===== src/rtl/vvuq_pkg.sv =====
// Shared constants, codes and types for the VRAM update queue.
package vvuq_pkg;

    localparam int QUEUE_DEPTH = 16;
    localparam int IDX_W       = (QUEUE_DEPTH > 1) ? $clog2(QUEUE_DEPTH) : 1;
    localparam int CNT_W       = $clog2(QUEUE_DEPTH + 1);

    localparam int FIFO_DEPTH  = 2;
    localparam int FPTR_W      = (FIFO_DEPTH > 1) ? $clog2(FIFO_DEPTH) : 1;
    localparam int FLVL_W      = $clog2(FIFO_DEPTH + 1);

    localparam int CFG_IDX_W   = 1;

    localparam logic [15:0] WIN_LOW_RESET  = 16'h8000;
    localparam logic [15:0] WIN_HIGH_RESET = 16'hBFFF;

    localparam logic [CFG_IDX_W-1:0] CFG_WIN_LOW  = 1'b0;
    localparam logic [CFG_IDX_W-1:0] CFG_WIN_HIGH = 1'b1;

    localparam logic [2:0] MODE_COPY      = 3'd0;
    localparam logic [2:0] MODE_FILL      = 3'd1;
    localparam logic [2:0] MODE_FLUSH     = 3'd2;
    localparam logic [2:0] MODE_CLEAR     = 3'd3;
    localparam logic [2:0] MODE_CLR_DROPS = 3'd4;
    localparam logic [2:0] MODE_TICK      = 3'd5;

    localparam logic KIND_FILL = 1'b0;
    localparam logic KIND_COPY = 1'b1;

    typedef enum logic [2:0] {
        OP_ENQ_COPY,
        OP_ENQ_FILL,
        OP_FLUSH,
        OP_CLEAR,
        OP_CLR_DROPS,
        OP_TICK,
        OP_NOP
    } op_t;

    typedef struct packed {
        op_t         op;
        logic        req_ok;
        logic [15:0] dst;
        logic [23:0] src;
        logic [15:0] val;
        logic [15:0] len;
    } cmd_t;

    typedef struct packed {
        logic valid;
        cmd_t cmd;
    } head_t;

    typedef struct packed {
        logic        kind;
        logic [15:0] dest;
        logic [15:0] len;
        logic [23:0] src;
        logic [15:0] val;
    } entry_t;

    typedef struct packed {
        logic             accepted;
        logic             write_valid;
        logic             write_kind;
        logic [15:0]      write_addr;
        logic [23:0]      read_addr;
        logic [15:0]      write_value;
        logic             last;
        logic [CNT_W-1:0] pending;
        logic [7:0]       dropped;
        logic             draining;
    } res_t;

endpackage


===== src/rtl/vvuq_if.sv =====
// Channel interfaces: command words in, result words out, register writes.
interface vvuq_cmd_if;
    logic        valid;
    logic        ready;
    logic [2:0]  mode;
    logic [15:0] dst_addr;
    logic [23:0] src_addr;
    logic [15:0] fill_value;
    logic [15:0] word_count;

    modport source (output valid, mode, dst_addr, src_addr, fill_value, word_count,
                    input ready);
    modport sink   (input valid, mode, dst_addr, src_addr, fill_value, word_count,
                    output ready);
endinterface

interface vvuq_res_if;
    import vvuq_pkg::*;
    logic             valid;
    logic             ready;
    logic             accepted;
    logic             write_valid;
    logic             write_kind;
    logic [15:0]      write_addr;
    logic [23:0]      read_addr;
    logic [15:0]      write_value;
    logic             last;
    logic [CNT_W-1:0] pending;
    logic [7:0]       dropped;
    logic             draining;

    modport source (output valid, accepted, write_valid, write_kind, write_addr, read_addr,
                    write_value, last, pending, dropped, draining,
                    input ready);
    modport sink   (input valid, accepted, write_valid, write_kind, write_addr, read_addr,
                    write_value, last, pending, dropped, draining,
                    output ready);
endinterface

interface vvuq_cfg_if;
    import vvuq_pkg::*;
    logic                 valid;
    logic                 ready;
    logic [CFG_IDX_W-1:0] index;
    logic [15:0]          data;

    modport source (output valid, index, data, input ready);
    modport sink   (input valid, index, data, output ready);
endinterface


===== src/rtl/vblank_vram_update_queue.sv =====
// Top level of the deferred VRAM write-command queue.
// Every command word yields exactly one result word. The front end checks the
// destination window against the window registers and pushes the classified word into
// a two-word queue; the back end executes one word per cycle against a 16-entry command
// store and registers the result, so the block sustains one word per clock when the
// result side keeps up; a word passes the queue and the result register. During a flush
// each tick emits one video-memory word write; the flush ends on the write flagged last.
// Window registers are written through the config channel, which is always ready, and
// should be changed only while the block is idle.
module vblank_vram_update_queue (
    input  logic       clk,
    input  logic       rst_n,
    vvuq_cmd_if.sink   cmd,
    vvuq_cfg_if.sink   cfg,
    vvuq_res_if.source res
);
    import vvuq_pkg::*;

    head_t head;
    logic  pop;

    vvuq_front u_front (
        .clk   (clk),
        .rst_n (rst_n),
        .cmd   (cmd),
        .cfg   (cfg),
        .head  (head),
        .pop   (pop)
    );

    vvuq_back u_back (
        .clk   (clk),
        .rst_n (rst_n),
        .head  (head),
        .pop   (pop),
        .res   (res)
    );

    a_last_ends_flush: assert property (@(posedge clk) disable iff (!rst_n)
        (res.valid && res.last) |-> (res.write_valid && !res.draining
                                     && (res.pending == '0)))
        else $error("last write does not close the flush");

    a_write_is_accepted: assert property (@(posedge clk) disable iff (!rst_n)
        (res.valid && res.write_valid) |-> res.accepted)
        else $error("write emitted by a refused word");

    a_idle_fields_zero: assert property (@(posedge clk) disable iff (!rst_n)
        (res.valid && !res.write_valid) |-> ((res.write_addr == 16'd0)
                                             && (res.read_addr == 24'd0) && !res.last))
        else $error("write fields set without a write");

    a_pending_bound: assert property (@(posedge clk) disable iff (!rst_n)
        res.valid |-> (res.pending <= CNT_W'(QUEUE_DEPTH)))
        else $error("pending count exceeds queue depth");

    a_pop_has_word: assert property (@(posedge clk) disable iff (!rst_n)
        pop |-> head.valid)
        else $error("back end popped an empty queue");

endmodule


===== src/rtl/vvuq_front.sv =====
// Front end: window registers, request classification and the command queue.
module vvuq_front (
    input  logic            clk,
    input  logic            rst_n,
    vvuq_cmd_if.sink        cmd,
    vvuq_cfg_if.sink        cfg,
    output vvuq_pkg::head_t head,
    input  logic            pop
);
    import vvuq_pkg::*;

    logic [15:0]       win_low_reg;
    logic [15:0]       win_high_reg;
    cmd_t              fifo_mem_reg [FIFO_DEPTH];
    logic [FPTR_W-1:0] wr_ptr_reg;
    logic [FPTR_W-1:0] rd_ptr_reg;
    logic [FLVL_W-1:0] level_reg;
    logic [FPTR_W-1:0] wr_ptr_next;
    logic [FPTR_W-1:0] rd_ptr_next;
    logic [FLVL_W-1:0] level_next;
    cmd_t              cls;
    logic [17:0]       win_end;
    logic              win_ok;
    logic              push;
    logic              do_pop;

    assign cfg.ready = 1'b1;

    always_ff @(posedge clk or negedge rst_n)
    begin
        if (!rst_n)
        begin
            win_low_reg  <= WIN_LOW_RESET;
            win_high_reg <= WIN_HIGH_RESET;
        end
        else if (cfg.valid)
        begin
            case (cfg.index)
                CFG_WIN_LOW:  win_low_reg  <= cfg.data;
                CFG_WIN_HIGH: win_high_reg <= cfg.data;
                default: ;
            endcase
        end
    end

    // Last byte of the destination window; wraps at 18 bits only when address and count are zero.
    assign win_end = {2'b00, cmd.dst_addr} + {1'b0, cmd.word_count, 1'b0} - 18'd1;
    assign win_ok  = (cmd.dst_addr != 16'd0) && (cmd.word_count != 16'd0)
                     && (cmd.dst_addr >= win_low_reg)
                     && (win_end <= {2'b00, win_high_reg});

    always_comb
    begin
        cls.dst    = cmd.dst_addr;
        cls.src    = cmd.src_addr;
        cls.val    = cmd.fill_value;
        cls.len    = cmd.word_count;
        cls.req_ok = 1'b0;
        case (cmd.mode)
            MODE_COPY:
            begin
                cls.op     = OP_ENQ_COPY;
                cls.req_ok = win_ok && (cmd.src_addr != 24'd0);
            end
            MODE_FILL:
            begin
                cls.op     = OP_ENQ_FILL;
                cls.req_ok = win_ok;
            end
            MODE_FLUSH:     cls.op = OP_FLUSH;
            MODE_CLEAR:     cls.op = OP_CLEAR;
            MODE_CLR_DROPS: cls.op = OP_CLR_DROPS;
            MODE_TICK:      cls.op = OP_TICK;
            default:        cls.op = OP_NOP;
        endcase
    end

    assign cmd.ready = (level_reg != FLVL_W'(FIFO_DEPTH));
    assign push      = cmd.valid && cmd.ready;
    assign do_pop    = pop && (level_reg != '0);

    assign head.valid = (level_reg != '0);
    assign head.cmd   = fifo_mem_reg[rd_ptr_reg];

    always_comb
    begin
        wr_ptr_next = wr_ptr_reg;
        rd_ptr_next = rd_ptr_reg;
        level_next  = level_reg;
        if (push)
        begin
            wr_ptr_next = (wr_ptr_reg == FPTR_W'(FIFO_DEPTH - 1)) ? '0
                          : wr_ptr_reg + FPTR_W'(1);
        end
        if (do_pop)
        begin
            rd_ptr_next = (rd_ptr_reg == FPTR_W'(FIFO_DEPTH - 1)) ? '0
                          : rd_ptr_reg + FPTR_W'(1);
        end
        if (push && !do_pop)
        begin
            level_next = level_reg + FLVL_W'(1);
        end
        else if (do_pop && !push)
        begin
            level_next = level_reg - FLVL_W'(1);
        end
    end

    always_ff @(posedge clk or negedge rst_n)
    begin
        if (!rst_n)
        begin
            wr_ptr_reg <= '0;
            rd_ptr_reg <= '0;
            level_reg  <= '0;
        end
        else
        begin
            wr_ptr_reg <= wr_ptr_next;
            rd_ptr_reg <= rd_ptr_next;
            level_reg  <= level_next;
        end
    end

    always_ff @(posedge clk)
    begin
        if (push)
        begin
            fifo_mem_reg[wr_ptr_reg] <= cls;
        end
    end

endmodule


===== src/rtl/vvuq_back.sv =====
// Back end: entry store, drain sequencer, counters and the result register.
module vvuq_back (
    input  logic            clk,
    input  logic            rst_n,
    input  vvuq_pkg::head_t head,
    output logic            pop,
    vvuq_res_if.source      res
);
    import vvuq_pkg::*;

    entry_t           entry_mem [QUEUE_DEPTH];
    logic [CNT_W-1:0] count_reg;
    logic [7:0]       drop_reg;
    logic             drain_reg;
    logic [IDX_W-1:0] didx_reg;
    logic [15:0]      woff_reg;
    logic             out_valid_reg;
    res_t             out_reg;
    entry_t           ent_reg;

    logic [CNT_W-1:0] count_next;
    logic [7:0]       drop_next;
    logic             drain_next;
    logic [IDX_W-1:0] didx_next;
    logic [15:0]      woff_next;
    res_t             res_next;

    cmd_t             cur;
    entry_t           ent_wdata;
    logic             ent_we;
    logic             issue;
    logic [15:0]      woff_inc;
    logic [CNT_W-1:0] idx_inc;

    assign cur      = head.cmd;
    assign issue    = head.valid && (!out_valid_reg || res.ready);
    assign pop      = issue;
    assign woff_inc = woff_reg + 16'd1;
    assign idx_inc  = CNT_W'(didx_reg) + CNT_W'(1);

    always_comb
    begin
        ent_wdata.kind = (cur.op == OP_ENQ_COPY) ? KIND_COPY : KIND_FILL;
        ent_wdata.dest = cur.dst;
        ent_wdata.len  = cur.len;
        ent_wdata.src  = cur.src;
        ent_wdata.val  = cur.val;
    end

    always_comb
    begin
        count_next = count_reg;
        drop_next  = drop_reg;
        drain_next = drain_reg;
        didx_next  = didx_reg;
        woff_next  = woff_reg;
        res_next   = '0;
        ent_we     = 1'b0;
        if (issue)
        begin
            case (cur.op)
                OP_ENQ_COPY, OP_ENQ_FILL:
                begin
                    if (!drain_reg && cur.req_ok)
                    begin
                        if (count_reg >= CNT_W'(QUEUE_DEPTH))
                        begin
                            drop_next = drop_reg + 8'd1;
                        end
                        else
                        begin
                            ent_we            = 1'b1;
                            count_next        = count_reg + CNT_W'(1);
                            res_next.accepted = 1'b1;
                        end
                    end
                end
                OP_FLUSH:
                begin
                    if (!drain_reg && (count_reg != '0))
                    begin
                        drain_next        = 1'b1;
                        didx_next         = '0;
                        woff_next         = '0;
                        res_next.accepted = 1'b1;
                    end
                end
                OP_CLEAR:
                begin
                    if (!drain_reg)
                    begin
                        count_next        = '0;
                        res_next.accepted = 1'b1;
                    end
                end
                OP_CLR_DROPS:
                begin
                    drop_next         = '0;
                    res_next.accepted = 1'b1;
                end
                OP_TICK:
                begin
                    if (drain_reg)
                    begin
                        res_next.accepted    = 1'b1;
                        res_next.write_valid = 1'b1;
                        res_next.write_kind  = ent_reg.kind;
                        res_next.write_addr  = ent_reg.dest + {woff_reg[14:0], 1'b0};
                        if (ent_reg.kind == KIND_COPY)
                        begin
                            res_next.read_addr = ent_reg.src + {7'd0, woff_reg, 1'b0};
                        end
                        else
                        begin
                            res_next.write_value = ent_reg.val;
                        end
                        woff_next = woff_inc;
                        // Advance to the next entry, or end the flush after the last one.
                        if (woff_inc >= ent_reg.len)
                        begin
                            woff_next = '0;
                            if (idx_inc >= count_reg)
                            begin
                                drain_next    = 1'b0;
                                didx_next     = '0;
                                count_next    = '0;
                                res_next.last = 1'b1;
                            end
                            else
                            begin
                                didx_next = idx_inc[IDX_W-1:0];
                            end
                        end
                    end
                end
                default: ;
            endcase
            res_next.pending  = count_next;
            res_next.dropped  = drop_next;
            res_next.draining = drain_next;
        end
    end

    always_ff @(posedge clk or negedge rst_n)
    begin
        if (!rst_n)
        begin
            count_reg     <= '0;
            drop_reg      <= '0;
            drain_reg     <= 1'b0;
            didx_reg      <= '0;
            woff_reg      <= '0;
            out_valid_reg <= 1'b0;
        end
        else
        begin
            count_reg <= count_next;
            drop_reg  <= drop_next;
            drain_reg <= drain_next;
            didx_reg  <= didx_next;
            woff_reg  <= woff_next;
            if (issue)
            begin
                out_valid_reg <= 1'b1;
            end
            else if (res.ready)
            begin
                out_valid_reg <= 1'b0;
            end
        end
    end

    // Hold the entry at the next drain index; the store is never written while draining,
    // and the flush word itself reloads it after the last enqueue.
    always_ff @(posedge clk)
    begin
        if (issue)
        begin
            out_reg <= res_next;
        end
        if (ent_we)
        begin
            entry_mem[count_reg[IDX_W-1:0]] <= ent_wdata;
        end
        ent_reg <= entry_mem[didx_next];
    end

    assign res.valid       = out_valid_reg;
    assign res.accepted    = out_reg.accepted;
    assign res.write_valid = out_reg.write_valid;
    assign res.write_kind  = out_reg.write_kind;
    assign res.write_addr  = out_reg.write_addr;
    assign res.read_addr   = out_reg.read_addr;
    assign res.write_value = out_reg.write_value;
    assign res.last        = out_reg.last;
    assign res.pending     = out_reg.pending;
    assign res.dropped     = out_reg.dropped;
    assign res.draining    = out_reg.draining;

endmodule

===== src/flat_wrapper.sv =====
// flat-port wrapper written by rule: the top's interface ports become plain ports
module vblank_vram_update_queue_flat import vvuq_pkg::*;
  (clk, rst_n, cmd_valid, cmd_mode, cmd_dst_addr, cmd_src_addr, cmd_fill_value, cmd_word_count, cmd_ready, cfg_valid, cfg_index, cfg_data, cfg_ready, res_valid, res_accepted, res_write_valid, res_write_kind, res_write_addr, res_read_addr, res_write_value, res_last, res_pending, res_dropped, res_draining, res_ready);
  vvuq_cmd_if cmd_i ();
  vvuq_cfg_if cfg_i ();
  vvuq_res_if res_i ();
  input  logic clk;
  input  logic rst_n;
  input wire logic [$bits(cmd_i.valid)-1:0] cmd_valid;
  input wire logic [$bits(cmd_i.mode)-1:0] cmd_mode;
  input wire logic [$bits(cmd_i.dst_addr)-1:0] cmd_dst_addr;
  input wire logic [$bits(cmd_i.src_addr)-1:0] cmd_src_addr;
  input wire logic [$bits(cmd_i.fill_value)-1:0] cmd_fill_value;
  input wire logic [$bits(cmd_i.word_count)-1:0] cmd_word_count;
  output wire logic [$bits(cmd_i.ready)-1:0] cmd_ready;
  input wire logic [$bits(cfg_i.valid)-1:0] cfg_valid;
  input wire logic [$bits(cfg_i.index)-1:0] cfg_index;
  input wire logic [$bits(cfg_i.data)-1:0] cfg_data;
  output wire logic [$bits(cfg_i.ready)-1:0] cfg_ready;
  output wire logic [$bits(res_i.valid)-1:0] res_valid;
  output wire logic [$bits(res_i.accepted)-1:0] res_accepted;
  output wire logic [$bits(res_i.write_valid)-1:0] res_write_valid;
  output wire logic [$bits(res_i.write_kind)-1:0] res_write_kind;
  output wire logic [$bits(res_i.write_addr)-1:0] res_write_addr;
  output wire logic [$bits(res_i.read_addr)-1:0] res_read_addr;
  output wire logic [$bits(res_i.write_value)-1:0] res_write_value;
  output wire logic [$bits(res_i.last)-1:0] res_last;
  output wire logic [$bits(res_i.pending)-1:0] res_pending;
  output wire logic [$bits(res_i.dropped)-1:0] res_dropped;
  output wire logic [$bits(res_i.draining)-1:0] res_draining;
  input wire logic [$bits(res_i.ready)-1:0] res_ready;
  assign cmd_i.valid = cmd_valid;
  assign cmd_i.mode = cmd_mode;
  assign cmd_i.dst_addr = cmd_dst_addr;
  assign cmd_i.src_addr = cmd_src_addr;
  assign cmd_i.fill_value = cmd_fill_value;
  assign cmd_i.word_count = cmd_word_count;
  assign cmd_ready = cmd_i.ready;
  assign cfg_i.valid = cfg_valid;
  assign cfg_i.index = cfg_index;
  assign cfg_i.data = cfg_data;
  assign cfg_ready = cfg_i.ready;
  assign res_valid = res_i.valid;
  assign res_accepted = res_i.accepted;
  assign res_write_valid = res_i.write_valid;
  assign res_write_kind = res_i.write_kind;
  assign res_write_addr = res_i.write_addr;
  assign res_read_addr = res_i.read_addr;
  assign res_write_value = res_i.write_value;
  assign res_last = res_i.last;
  assign res_pending = res_i.pending;
  assign res_dropped = res_i.dropped;
  assign res_draining = res_i.draining;
  assign res_i.ready = res_ready;
  vblank_vram_update_queue u_core (.clk(clk), .rst_n(rst_n), .cmd(cmd_i), .cfg(cfg_i), .res(res_i));
endmodule

===== config.mk =====
export PLATFORM = sky130hd
export DESIGN_NAME = vblank_vram_update_queue_flat
export DESIGN_NICKNAME = d
export VERILOG_FILES = /design/src/rtl/vvuq_pkg.sv /design/src/rtl/vvuq_if.sv /design/src/rtl/vblank_vram_update_queue.sv /design/src/rtl/vvuq_front.sv /design/src/rtl/vvuq_back.sv /design/src/flat_wrapper.sv
export SDC_FILE = /design/constraint.sdc
export NUM_CORES = 2
export LEC_CHECK = 0
export BUFFER_PORTS_ARGS = -buffer_cell sky130_fd_sc_hd__buf_2
export CAP_MARGIN = 25
export CORE_MARGIN = 2
export CORE_UTILIZATION = 45
export CTS_CLUSTER_DIAMETER = 40
export DETAILED_ROUTE_END_ITERATION = 8
export PLACE_DENSITY = 0.64
export SLEW_MARGIN = 20
export SYNTH_ARGS = -nofsm -noshare
export SYNTH_HDL_FRONTEND = slang
export SYNTH_SLANG_ARGS = --single-unit

===== constraint.sdc =====
create_clock -name clk -period 4.4 [get_ports clk]
set_input_delay 0.44 -clock clk [delete_from_list [all_inputs] [get_ports clk]]
set_output_delay 0.44 -clock clk [all_outputs]
set_load 0.05 [all_outputs]

==> results.json <==
{
  "status": "complete, no violations",
  "power.internal_uw": 29100,
  "r2r-end": "u_core.u_back.ent_reg[42]",
  "overflow": 0,
  "clockBufferDepth": 3,
  "drv_slew": 0,
  "grt_max_degree": 77,
  "maxCapViolations": 0,
  "crit_path_cell_trace": "and3_4 > and3_1 > and3_4 > and3_4 > and3_4 > xor2_2 > ha_1 > buf_4 > nand4_1 > nor2_1 > a211oi_2 > buf_4 > o311ai_4 > and2_4 > clkinv_8 > buf_8 > buf_16 > buf_12 > a211oi_2 > a31oi_1 > o22ai_1 > nor3_1",
  "async_flop_share_pct": 4.62,
  "r2r_setup_slack_ps": 100,
  "p_seq_share_pct": 46.7,
  "cp-end-kind": "flip-flop",
  "start_util_pct": 45.3,
  "syn_inst": 4286,
  "fin_crit_sh_pct": 97.7,
  "fin_util_pct": 54.7,
  "grtUsageTotal_pct": 23.3,
  "cp_slowest_stage_delay_ps": 370,
  "port_buffers": 172,
  "vias": 38300,
  "relSlewSlack_pct": 40.5,
  "min-delay-start": "cmd_mode[2]",
  "cp.arrival_ps": 5000,
  "core_um2": 137000,
  "rows": 136,
  "hp-class": "input pin to flip-flop",
  "grt_pass1_wl_um": 243000,
  "synth_flop_cell": "edfxtp_1",
  "avgSynthCellArea_um2": 14.5,
  "vdd_drop_max_mv": 0.349,
  "cts_sinks": 1538,
  "netlist_area_um2": 62200,
  "pwr-share-comb_pct": 14.4,
  "leakagePower_uw": 0.0263,
  "fin_skew_ps": 44.8,
  "cts_root_buffer": "clkbuf_16",
  "cp_num_buf_inv": 6,
  "finalWirelength_um": 169000,
  "drtIter0Drc": 4166,
  "critical_path.startpoint_type": "flip-flop",
  "cts_buffers": 192,
  "placed_area_um2": 67000,
  "powerDensity_nw_per_um2": 535,
  "synth_edf_count": 1394,
  "multi_input_area_um2": 16000,
  "diodes": 0,
  "tightest_slew_ps": 892,
  "htree_num_levels": 4,
  "ys_seq_area_share_pct": 72.5,
  "setup_viol": 0,
  "worstReg2RegStart": "u_core.u_back.woff_reg[2]",
  "synthDistinctLibCells": 70,
  "routabilityCongestion": 0.860,
  "antenna_found_initial": 8,
  "placedCellCount": 6216,
  "layout_commonest_cell": "edfxtp_1",
  "worstHoldEndpoint": "u_core.u_front.fifo_mem_reg[1][75]",
  "crit_type": "flip-flop to flip-flop",
  "drive_gt1_share_pct": 18.5,
  "die_h_um": 376,
  "routedWlPerCell_um": 25.2,
  "die_w_um": 376,
  "hold_depth": 1,
  "nFillCells": 10800,
  "regArea_um2": 45100,
  "drtAntennaViolNets": 0,
  "fin_cells": 6690,
  "crit_family": "simple AND/OR/NAND/NOR gates",
  "dp_hpwl_um": 96900,
  "final_cell_mix": "edfxtp_1 (1,394), nand2_1 (666), mux2i_1 (294)",
  "critPathRequiredTime_ps": 5100,
  "largest_reg_flops": 1168,
  "synthesis.nets": 4508,
  "cts_tree": "yes",
  "dieArea_um2": 141000,
  "areaGrowthSynthToFinish_pct": 20.8,
  "via_per_inst": 5.73,
  "switching_share_pct": 27.7,
  "nets": 4951,
  "min_period_ps": 4300,
  "max_freq_mhz": 233,
  "ios": 174,
  "critPathSlowestCell": "dfrtp_1",
  "fin_area_um2": 75200,
  "drcViolationCount": 0,
  "setup_tns_ps": 0,
  "grt_pass1_vias": 36800,
  "yosys_warnings": 0,
  "cp_max_fo": 13,
  "hold_violations": 0,
  "cp_common_cell": "and3_4",
  "rsz0062_at_grt": "true",
  "cts.clk_slew.worst_paths_ps": 60,
  "yosys_register_bits": 1538,
  "power_frac_clock_pct": 38.9,
  "drt_first_pass_iters": 6,
  "r2r_cells": 22,
  "switching_power_uw": 11200,
  "clk_latency_ps": 830
}
==> layer usage <==
layer	vias to the layer above	global-route usage, %	share of wire [%]
li1	17100	-	-
met1	19300	33.4	43
met2	1685	36.3	46
met3	264	4.36	9.0
met4	0	7.10	2.4
met5	-	0	0
==> area by class of cell <==
| class | instances | share of cell area [%] |
|---|---|---|
| clock buffers | 249 | 7.01 |
| clock inverters | 112 | 1.62 |
| inverters | 141 | 0.734 |
| multi-input cells | 2379 | 21.3 |
| flip-flops and latches | 1538 | 60.0 |
| well taps | 1794 | 2.99 |
| repair buffers | 477 | 6.30 |
==> how the worst max path moves through the flow <==
stage | start | to | slack (ps) | cells past startpoint
after floorplan | u_core.u_front.rd_ptr_reg | u_core.u_back.entry_mem[0][0] | 270 | 7
after global placement | u_core.u_back.woff_reg[2] | u_core.u_back.ent_reg[63] | -200 | 20
after detailed placement | cmd_dst_addr[1] | u_core.u_front.fifo_mem_reg[1][72] | -160 | 23
after CTS | u_core.u_back.woff_reg[2] | u_core.u_back.ent_reg[30] | 8 | 20
after global routing | u_core.u_back.woff_reg[2] | u_core.u_back.ent_reg[31] | -120 | 22
final | u_core.u_back.woff_reg[2] | u_core.u_back.ent_reg[42] | 100 | 22
==> repair_timing <==
item	CTS	global route
hold buffers	90	0
setup buffers	1	12
gates cloned	0	9
resized for setup	3	77
endpoints found under the setup margin	61	75
pin swaps	1	37
endpoints found under the hold margin	212	0
==> cells by family (layout without fill, tap and decap cells) <==
logic type	after synthesis	after routing	synth area share, %
simple gates	1235	1235	8.98
buf+inv	369	979	2.42
compound gates	570	570	6.28
flops	1538	1538	72.5
mux	385	385	6.38
xor+xnor	63	63	0.887
other cells	1	1	0.00603
fa+ha+maj	125	125	2.55
==> cell usage after synthesis, drive strengths merged, types with 7 or more instances <==
| library cell | instances | area share [%] |
|---|---|---|
| a21oi | 113 | 0.91 |
| a211oi | 80 | 0.97 |
| and2 | 39 | 0.39 |
| nor2b | 13 | 0.13 |
| nor2 | 81 | 0.49 |
| o21a | 7 | 0.084 |
| edfxtp | 1394 | 67 |
| o31ai | 13 | 0.16 |
| a31oi | 77 | 0.77 |
| ha | 122 | 2.5 |
| mux2 | 89 | 1.6 |
| buf | 77 | 0.66 |
| dfrtp | 55 | 2.2 |
| nand2 | 666 | 4.0 |
| dfstp | 16 | 0.68 |
| nor3 | 103 | 0.91 |
| xor2 | 31 | 0.44 |
| a32o | 86 | 1.4 |
| nand3 | 182 | 1.5 |
| xnor2 | 32 | 0.45 |
| nand4 | 12 | 0.12 |
| mux2i | 296 | 4.8 |
| a21o | 18 | 0.22 |
| nor4 | 14 | 0.14 |
| dfxtp | 73 | 2.3 |
| clkbuf | 151 | 0.91 |
| inv | 141 | 0.85 |
| o21ai | 64 | 0.51 |
| o22ai | 75 | 0.75 |
| and3 | 96 | 0.97 |
| nand2b | 12 | 0.12 |
==> through the flow <==
step	total power [µW]	hold WS, ps	setup slack [ps]
floorplan	22300	144	270
global placement	24600	484	-198
detailed placement	24700	495	-155
CTS	40400	17.7	8.44
global route	41500	45.5	-122
finish	40200	77.3	102
==> power groups by stage <==
stage / clock network (µW) / logic, µW / registers [µW]
2_1_floorplan: 0 / 2650 / 19700
3_5_place_dp: 0 / 5630 / 19100
5_1_grt: 16500 / 6190 / 18800
6_report: 15700 / 5780 / 18800
4_1_cts: 15900 / 5720 / 18800
3_3_place_gp: 0 / 5510 / 19100
(Power assumes the default switching activity.)
